`config.mk`:
```
export PLATFORM = sky130hd
export DESIGN_NAME = sfloat_to_rounded_integer_top
export DESIGN_NICKNAME = d
export VERILOG_FILES = /design/src/hw/rtl/sftri_pkg.sv /design/src/hw/rtl/sfloat_to_rounded_integer_top.sv /design/src/hw/rtl/sftri_decode.sv /design/src/hw/rtl/sftri_scale.sv /design/src/hw/rtl/sftri_finish.sv
export SDC_FILE = /design/constraint.sdc
export NUM_CORES = 1
export LEC_CHECK = 0
export BUFFER_PORTS_ARGS = -buffer_cell sky130_fd_sc_hd__buf_2
export CORE_ASPECT_RATIO = 2
export CORE_UTILIZATION = 45
export CTS_CLUSTER_SIZE = 14
export DETAILED_ROUTE_END_ITERATION = 7
export GPL_ROUTABILITY_DRIVEN = 0
export PLACE_DENSITY = 0.57
export SLEW_MARGIN = 25
export SYNTH_ARGS = -nofsm -noshare
export SYNTH_HDL_FRONTEND = slang
export SYNTH_SLANG_ARGS = --single-unit
```
`constraint.sdc`:
```
create_clock -name clock -period 7.9 [get_ports clock]
set_input_delay 1.185 -clock clock [delete_from_list [all_inputs] [get_ports clock]]
set_output_delay 1.185 -clock clock [all_outputs]
set_load 0.03 [all_outputs]
```
`src/hw/rtl/sftri_pkg.sv`:
```
`default_nettype none

package sftri_pkg;

   localparam int WORD_W    = 16;
   localparam int MANT_W    = 12;
   localparam int EXP_W     = 4;
   localparam int OPERAND_W = 12;
   localparam int COEF_W    = 16;
   localparam int PRODUCT_W = OPERAND_W + COEF_W;
   localparam int RESULT_W  = 10;

   localparam logic [WORD_W-1:0] SF_NAN      = 16'h07FF;
   localparam logic [WORD_W-1:0] SF_NRES     = 16'h0800;
   localparam logic [WORD_W-1:0] SF_POS_INF  = 16'h07FE;
   localparam logic [WORD_W-1:0] SF_NEG_INF  = 16'h0802;
   localparam logic [WORD_W-1:0] SF_RESERVED = 16'h0801;

   localparam logic [MANT_W-1:0] LIMIT_E0 = 12'd300;
   localparam logic [MANT_W-1:0] LIMIT_E1 = 12'd30;
   localparam logic [MANT_W-1:0] LIMIT_E2 = 12'd3;

   localparam logic [OPERAND_W-1:0] HALF_D10   = 12'd5;
   localparam logic [OPERAND_W-1:0] HALF_D100  = 12'd50;
   localparam logic [OPERAND_W-1:0] HALF_D1000 = 12'd500;

   localparam logic [COEF_W-1:0] COEF_ONE     = 16'd1;
   localparam logic [COEF_W-1:0] COEF_TEN     = 16'd10;
   localparam logic [COEF_W-1:0] COEF_HUNDRED = 16'd100;
   localparam logic [COEF_W-1:0] RECIP_D10    = 16'd52429;
   localparam logic [COEF_W-1:0] RECIP_D100   = 16'd5243;
   localparam logic [COEF_W-1:0] RECIP_D1000  = 16'd8389;

   localparam int SHIFT_D10   = 19;
   localparam int SHIFT_D100  = 19;
   localparam int SHIFT_D1000 = 23;

   localparam logic [RESULT_W-1:0] INVALID_VALUE = '1;

   typedef enum logic [2:0] {
      MODE_BAD,
      MODE_PASS,
      MODE_MUL10,
      MODE_MUL100,
      MODE_DIV10,
      MODE_DIV100,
      MODE_DIV1000
   } mode_type;

   typedef struct packed {
      mode_type               mode;
      logic [OPERAND_W-1:0]   operand;
   } decode_type;

   typedef struct packed {
      mode_type               mode;
      logic [PRODUCT_W-1:0]   product;
   } scale_type;

endpackage

`default_nettype wire

```
`src/hw/rtl/sfloat_to_rounded_integer_top.sv`:
```
// Pipeline: an accepted request passes the decode, scale and finish registers in order.
// Throughput: one transfer per cycle; each stage holds while the one after it is full
// and stalled, and an empty stage takes a new item.
// Reset: synchronous, active high; clears the stage valid bits only.
`default_nettype none

module sfloat_to_rounded_integer_top
   import sftri_pkg::*;
(
   input  wire logic                  clock,
   input  wire logic                  reset,
   input  wire logic                  req_valid,
   output logic                       req_stall,
   input  wire logic [WORD_W-1:0]     req_raw_word,
   output logic                       rsp_valid,
   input  wire logic                  rsp_stall,
   output logic signed [RESULT_W-1:0] rsp_int_value,
   output logic                       rsp_is_valid
);

   logic       s1_valid;
   logic       s2_valid;
   logic       s3_valid;
   decode_type s1_data;
   scale_type  s2_data;
   logic [RESULT_W-1:0] s3_value;
   logic       adv1;
   logic       adv2;
   logic       adv3;

   assign adv3 = !s3_valid || !rsp_stall;
   assign adv2 = !s2_valid || adv3;
   assign adv1 = !s1_valid || adv2;
   assign req_stall = !adv1;

   sftri_decode u_decode (
      .clock    (clock),
      .reset    (reset),
      .advance  (adv1),
      .valid_up (req_valid),
      .raw_word (req_raw_word),
      .valid_ff (s1_valid),
      .data_ff  (s1_data)
   );

   sftri_scale u_scale (
      .clock    (clock),
      .reset    (reset),
      .advance  (adv2),
      .valid_up (s1_valid),
      .data_up  (s1_data),
      .valid_ff (s2_valid),
      .data_ff  (s2_data)
   );

   sftri_finish u_finish (
      .clock    (clock),
      .reset    (reset),
      .advance  (adv3),
      .valid_up (s2_valid),
      .data_up  (s2_data),
      .valid_ff (s3_valid),
      .value_ff (s3_value),
      .ok_ff    (rsp_is_valid)
   );

   assign rsp_valid     = s3_valid;
   assign rsp_int_value = signed'(s3_value);

endmodule

`default_nettype wire

```
`src/hw/rtl/sftri_decode.sv`:
```
`default_nettype none

module sftri_decode
   import sftri_pkg::*;
(
   input  wire logic              clock,
   input  wire logic              reset,
   input  wire logic              advance,
   input  wire logic              valid_up,
   input  wire logic [WORD_W-1:0] raw_word,
   output logic                   valid_ff,
   output decode_type             data_ff
);

   logic       valid_in;
   decode_type data_in;
   logic [MANT_W-1:0] mant;
   logic [EXP_W-1:0]  expo;
   logic              special;

   assign mant = raw_word[MANT_W-1:0];
   assign expo = raw_word[WORD_W-1:MANT_W];
   assign special = (raw_word == SF_NAN) || (raw_word == SF_NRES) ||
                    (raw_word == SF_POS_INF) || (raw_word == SF_NEG_INF) ||
                    (raw_word == SF_RESERVED);
   assign valid_in = valid_up;

   always_comb begin
      data_in.mode    = MODE_BAD;
      data_in.operand = '0;
      if (!special && !mant[MANT_W-1]) begin
         case (expo)
            4'd0: begin
               if (mant <= LIMIT_E0) begin
                  data_in.mode    = MODE_PASS;
                  data_in.operand = mant;
               end
            end
            4'd1: begin
               if (mant <= LIMIT_E1) begin
                  data_in.mode    = MODE_MUL10;
                  data_in.operand = mant;
               end
            end
            4'd2: begin
               if (mant <= LIMIT_E2) begin
                  data_in.mode    = MODE_MUL100;
                  data_in.operand = mant;
               end
            end
            4'd3, 4'd4, 4'd5, 4'd6, 4'd7: begin
               if (mant == '0) begin
                  data_in.mode = MODE_PASS;
               end
            end
            4'd13: begin
               data_in.mode    = MODE_DIV1000;
               data_in.operand = mant + HALF_D1000;
            end
            4'd14: begin
               data_in.mode    = MODE_DIV100;
               data_in.operand = mant + HALF_D100;
            end
            4'd15: begin
               data_in.mode    = MODE_DIV10;
               data_in.operand = mant + HALF_D10;
            end
            default: begin
               data_in.mode = MODE_PASS;
            end
         endcase
      end
   end

   always_ff @(posedge clock) begin
      if (reset) begin
         valid_ff <= 1'b0;
      end else if (advance) begin
         valid_ff <= valid_in;
      end
   end

   always_ff @(posedge clock) begin
      if (advance) begin
         data_ff <= data_in;
      end
   end

endmodule

`default_nettype wire

```
`src/hw/rtl/sftri_scale.sv`:
```
`default_nettype none

module sftri_scale
   import sftri_pkg::*;
(
   input  wire logic       clock,
   input  wire logic       reset,
   input  wire logic       advance,
   input  wire logic       valid_up,
   input  wire decode_type data_up,
   output logic            valid_ff,
   output scale_type       data_ff
);

   logic              valid_in;
   scale_type         data_in;
   logic [COEF_W-1:0] coef;

   assign valid_in = valid_up;

   always_comb begin
      case (data_up.mode)
         MODE_MUL10:   coef = COEF_TEN;
         MODE_MUL100:  coef = COEF_HUNDRED;
         MODE_DIV10:   coef = RECIP_D10;
         MODE_DIV100:  coef = RECIP_D100;
         MODE_DIV1000: coef = RECIP_D1000;
         default:      coef = COEF_ONE;
      endcase
   end

   always_comb begin
      data_in.mode    = data_up.mode;
      data_in.product = PRODUCT_W'(data_up.operand) * PRODUCT_W'(coef);
   end

   always_ff @(posedge clock) begin
      if (reset) begin
         valid_ff <= 1'b0;
      end else if (advance) begin
         valid_ff <= valid_in;
      end
   end

   always_ff @(posedge clock) begin
      if (advance) begin
         data_ff <= data_in;
      end
   end

endmodule

`default_nettype wire

```
`src/hw/rtl/sftri_finish.sv`:
```
`default_nettype none

module sftri_finish
   import sftri_pkg::*;
(
   input  wire logic              clock,
   input  wire logic              reset,
   input  wire logic              advance,
   input  wire logic              valid_up,
   input  wire scale_type         data_up,
   output logic                   valid_ff,
   output logic [RESULT_W-1:0]    value_ff,
   output logic                   ok_ff
);

   logic                 valid_in;
   logic [RESULT_W-1:0]  value_in;
   logic                 ok_in;
   logic [PRODUCT_W-1:0] shifted;

   assign valid_in = valid_up;

   always_comb begin
      case (data_up.mode)
         MODE_DIV10:   shifted = data_up.product >> SHIFT_D10;
         MODE_DIV100:  shifted = data_up.product >> SHIFT_D100;
         MODE_DIV1000: shifted = data_up.product >> SHIFT_D1000;
         default:      shifted = data_up.product;
      endcase
      ok_in    = (data_up.mode != MODE_BAD);
      value_in = ok_in ? shifted[RESULT_W-1:0] : INVALID_VALUE;
   end

   always_ff @(posedge clock) begin
      if (reset) begin
         valid_ff <= 1'b0;
      end else if (advance) begin
         valid_ff <= valid_in;
      end
   end

   always_ff @(posedge clock) begin
      if (advance) begin
         value_ff <= value_in;
         ok_ff    <= ok_in;
      end
   end

endmodule

`default_nettype wire

```
**Yosys cells after proc, flatten, opt, wreduce, memory -nomap -nowiden**

Index checks and enable logic that the tools add are counted.

- Output and inout bits: 13
- Register bits: 60

- Multiply operators: 1
- Order comparisons: 3
- Reductions and logical operators: 20
- $add $sub $neg: 3
- Multiplexer cells: 8
- Equality and inequality tests: 23

Operators with widths:

| cell | count |
|---|---|
| $pmux W16 S5 | 1 |
| $pmux W12 S6 | 1 |
| $eq A16 B12 Y1 const B | 3 |
| $eq A16 B11 Y1 const B | 2 |
| $mul A12 B16 Y28 | 1 |
| $mux W14 | 2 |
| $pmux W3 S7 | 1 |
| $pmux W10 S2 | 1 |
| $eq A3 B3 Y1 const B | 6 |
| $eq A4 B3 Y1 const B | 4 |
| $mux W13 | 1 |
| $add A12 B3 Y12 const B | 1 |
| $add A12 B6 Y12 const B | 1 |
| $add A12 B9 Y12 const B | 1 |
| $eq A4 B4 Y1 const B | 3 |
| $le A12 B2 Y1 const B | 1 |
| $le A12 B5 Y1 const B | 1 |
| $le A12 B9 Y1 const B | 1 |
| $logic_not A12 Y1 | 1 |
| $eq A4 B2 Y1 const B | 2 |
| $logic_not A1 Y1 | 7 |
| $logic_or A1 B1 Y1 | 7 |
| $eq A3 B2 Y1 const B | 2 |
| $reduce_or A5 Y1 | 1 |
| other kinds (6) | 6 |

**Logic depth before layout (Yosys ltp)**

- Depth in word-level cells: 7
- Depth in mapped cells: 23
- Mapped depth without buffers: 21

**Hierarchy**

From an unflattened synthesis, not the netlist that was laid out.

- Cell total of the unflattened synthesis: 970
- Area, all modules: 9107.5 um2

Modules (own cells, without submodules):

| module | cells each | area an instance (um2) | sequential area each (um2) | instances |
|---|---|---|---|---|
| sftri_scale | 708 | 6754.0 | 950.9 | 1 |
| sftri_decode | 206 | 1691.6 | 470.5 | 1 |
| sftri_finish | 52 | 638.1 | 350.3 | 1 |
| sfloat_to_rounded_integer_top | 4 | 23.8 | 0.0 | 1 |

**Worst setup path after synthesis**

No wires, ideal clock.

- Path type: flip-flop to flip-flop
- Start: register u_decode.data_ff[13] (netlist name)
- End: register u_scale.data_ff[27] (netlist name), data pin
- Required time: 7.639 ns
- Stages on the path, launching flop included: 20
- Library setup time: 0.261 ns
- Buffers on the path: 2
- Arrival: 5.462 ns
- Setup slack: 2.177 ns
- Path through: edfxtp_1 > nor2b_1 > clkbuf_1 > o21bai_1 > clkbuf_1 > and2_1 > fa_1 > fa_1 > fa_1 > fa_1 > inv_1 > fa_1 > inv_1 > ha_1 > nand3_1 > nor3_1 > o221ai_1 > a311o_1 > a21o_1 > o311a_1

RTL lines:

| item | RTL line | RTL |
|---|---|---|
| start: declaration | sftri_decode.sv:12 | `output decode_type data_ff` |
| start signal: assignment | sftri_decode.sv:85 | `data_ff <= data_in;` |
| end signal: assignment | sftri_scale.sv:47 | `data_ff <= data_in;` |
| end: declaration | sftri_scale.sv:12 | `output scale_type data_ff` |

==> qor.json <==
{
  "critPathArrivalTime_ns": 6.56,
  "io_pins": 33,
  "synth.area.mux_share": 0,
  "layout-area-overhead-vs-synth_pct": 5.50,
  "drive_gt1_frac": 0.0554,
  "post_synth_num_cell_types": 57,
  "routed_wirelength_mm": 22.1,
  "layout.nets": 1165,
  "path_common_cell": "fa_1",
  "cts_buffers": 5,
  "clock_pin_slew_on_the_worst_setup_and_hold_paths_ns": 0.07,
  "global_route_wire_length_before_repair_mm": 34.8,
  "detail_route.wl_per_cell_um": 19.2,
  "floorplan.initialDensity": 0.458,
  "dp.cells": 1146,
  "port_buffers": 32,
  "layout_common_cells": "inv_1 (183), fa_1 (115), nand2_1 (94), ha_1 (93), and2_1 (53)",
  "synth_enable_flop_cells": 48,
  "placeableCoreArea_um2": 18200,
  "antenna_found_initial": 0,
  "critical_path_buf_inv_count": 5,
  "ys_seq_area_frac": 0.180,
  "finalPower_uw": 649,
  "synth.cell_area_um2": 8340,
  "finalCoreUtilization": 0.483,
  "clkLatencyLatePin_ns": 0.30,
  "clkSinkCount": 51,
  "unrepaired_setup_endpoints_after_global_routing": "no",
  "synth-seq-cells": 51,
  "std_cell_rows": 70,
  "synth_top_family_by_area": "adder cells",
  "ctsResizeCount": 0,
  "grt-ovfl-total": 0,
  "largest_voltage_drop_on_the_vdd_net_uv": 72.1,
  "critical_setup_path_kind": "register to register",
  "synth_area_per_cell_um2": 8.98,
  "drtPass1Iterations": 8,
  "final_max_slew_viol_count": 0,
  "tritoncts": "yes",
  "drt_iter0_markers": 270,
  "setup-tns-final_ns": 0,
  "critical_path.cell_chain": "nor2b_1 > buf_4 > o21a_1 > and2_1 > fa_1 > fa_1 > inv_1 > fa_1 > inv_1 > fa_1 > inv_1 > fa_1 > inv_1 > ha_1 > a21oi_1 > o21ai_0 > a31oi_1 > a311o_1 > nand2_1 > o311a_1",
  "clockRootBuffer": "clkbuf_16",
  "yosys.area_share.simple": 0.173,
  "clock-skew-final_ns": 0.00667,
  "cap_violations": 0,
  "static-leakage-power_nw": 4.59,
  "mappedNetlistNets": 1157,
  "grt_use_total": 0.241,
  "report.final.setup_viol": 0,
  "layout.cells.most_common": "inv_1",
  "cts_hold_repair.buffers": 0,
  "min_tclk_post_route_ns": 6.51,
  "clock.fmax_mhz": 154,
  "dp_hpwl_mm": 19.2,
  "synth-adder-area-share": 0.415,
  "grt_start_max_net_pins": 32,
  "first_global_vias": 6885,
  "worst-endpoint-required_ns": 7.95,
  "num_antenna_cells": 0,
  "clk_path_buf_depth": 2,
  "hold_worst_slack_ns": 0.466,
  "cp_slowest_cell": "fa_1",
  "violations": "design-rule violations",
  "dieArea_um2": 19100,
  "p_per_area_nw_per_um2": 73.7,
  "route.detailed.drc": 1,
  "hp-class": "register to register",
  "postCtsSetupBuffers": 0,
  "synthArstFlopShare": 0,
  "critical_path.max_fanout": 17,
  "die_w_um": 98.3,
  "synth_xor_xnor_area_share": 0.0168,
  "vias": 6347,
  "crit_path_start_kind": "register",
  "cp_top_family": "adder cells",
  "post-route-period-util": 0.824,
  "timing.critical_path.to_type": "register",
  "timing.final.hold_violations": 0,
  "dieHeight_um": 195,
  "detail_route.vias_per_cell": 5.50,
  "stdcell_count": 1154,
  "ant_nets": 0,
  "worst_slew_pin_slew_ns": 0.975,
  "cts-htree-levels": 2,
  "synthCells": 929,
  "synth-compound-area-share": 0.116,
  "worst_slew_margin_rel": 0.348,
  "status": "complete, but fails checks",
  "ys.warnings.count": 0,
  "synthFlopType": "edfxtp_1",
  "critical_path.max_stage_delay_ns": 0.55
}
-- cells in the mapped netlist (5+ instances only) --
cell / count / area (µm²)
a211oi_1: 7 / 52.6
a21o_1: 9 / 67.6
a21oi_1: 38 / 190
a221oi_1: 7 / 61.3
a31oi_1: 9 / 56.3
and2_1: 53 / 332
and3_1: 17 / 106
buf_2: 8 / 40.0
clkbuf_1: 24 / 90.1
edfxtp_1: 48 / 1440
fa_1: 115 / 2300
ha_1: 93 / 1160
inv_1: 183 / 687
nand2_1: 94 / 353
nand2b_1: 13 / 81.3
nand3_1: 21 / 105
nor2_1: 40 / 150
nor2b_1: 14 / 87.6
nor3_1: 15 / 75.1
o21a_1: 5 / 37.5
o21ai_0: 38 / 190
o22ai_1: 6 / 37.5
or2_2: 5 / 31.3
xnor2_1: 14 / 123
-- worst reg2reg max path, cell delays in order, from the launching register on --
cell,delay [ns]
edfxtp_1,0.49
nor2b_1,0.38
buf_4,0.28
o21a_1,0.52
and2_1,0.24
fa_1,0.42
fa_1,0.55
inv_1,0.05
fa_1,0.52
inv_1,0.05
fa_1,0.53
inv_1,0.06
fa_1,0.53
inv_1,0.04
ha_1,0.34
a21oi_1,0.16
o21ai_0,0.10
a31oi_1,0.20
a311o_1,0.30
nand2_1,0.14
o311a_1,0.36
-- logic make-up (layout without fill, tap and decap cells) --
logic type | after synthesis | count (layout)
adder cells (fa/ha/maj) | 208 | 208
AO/OA/AOI/OAI | 150 | 150
flip-flops | 51 | 51
XOR/XNOR | 16 | 16
AND/OR/NAND/NOR | 288 | 288
buffers and inverters | 216 | 225
-- report_power, final --
group          switching (mW)  leakage (nW)  total, mW  internal, mW
registers              0.0109         0.583      0.317         0.306
clock network           0.107        0.0664      0.226         0.119
logic                  0.0725          3.94      0.106        0.0339
total                   0.190          4.59      0.649         0.459
-- flip-flops by register name, indices dropped and copies added (netlist names) --
signal	count
u_finish.ok_ff	1
u_finish.value_ff	10
u_scale.valid_ff	1
u_finish.valid_ff	1
u_decode.data_ff	15
u_decode.valid_ff	1
u_scale.data_ff	22
-- metrics by stage --
stage	area [µm²]	worst slack [ns]
after floorplan	8340	2.18
after global placement	8650	1.41
after detailed placement	8650	1.43
after CTS	8800	1.42
after global routing	8800	0.926
final	8800	1.39
-- per-layer routing --
metal,GRT usage,share of wire,up-vias,wire length (µm)
met4,0.166,0.074,0,1630
met3,0.0158,0.014,74,316
met5,0,0,-,0
met2,0.493,0.58,132,12900
li1,-,-,3055,-
met1,0.213,0.33,3086,7290
-- cell type report --
class,instances,area [µm²]
Timing Repair Buffer,34,175
Multi-Input combinational cell,662,6020
Clock inverter,3,23.8
Tap cell,216,270
Fill cell,1830,9420
Inverter,183,687
Sequential cell,51,1500
Clock buffer,5,125
-- worst paths after layout --
path	start	end	slack, ns	cells past startpoint
max	u_decode.data_ff[13]	u_scale.data_ff[27]	1.39	20
min	u_scale.valid_ff	u_finish.valid_ff	0.47	2
max reg2reg	u_decode.data_ff[13]	u_scale.data_ff[27]	1.39	20
min reg2reg	u_scale.valid_ff	u_finish.valid_ff	0.47	2
No activity file was read; power rests on OpenSTA's default activity.
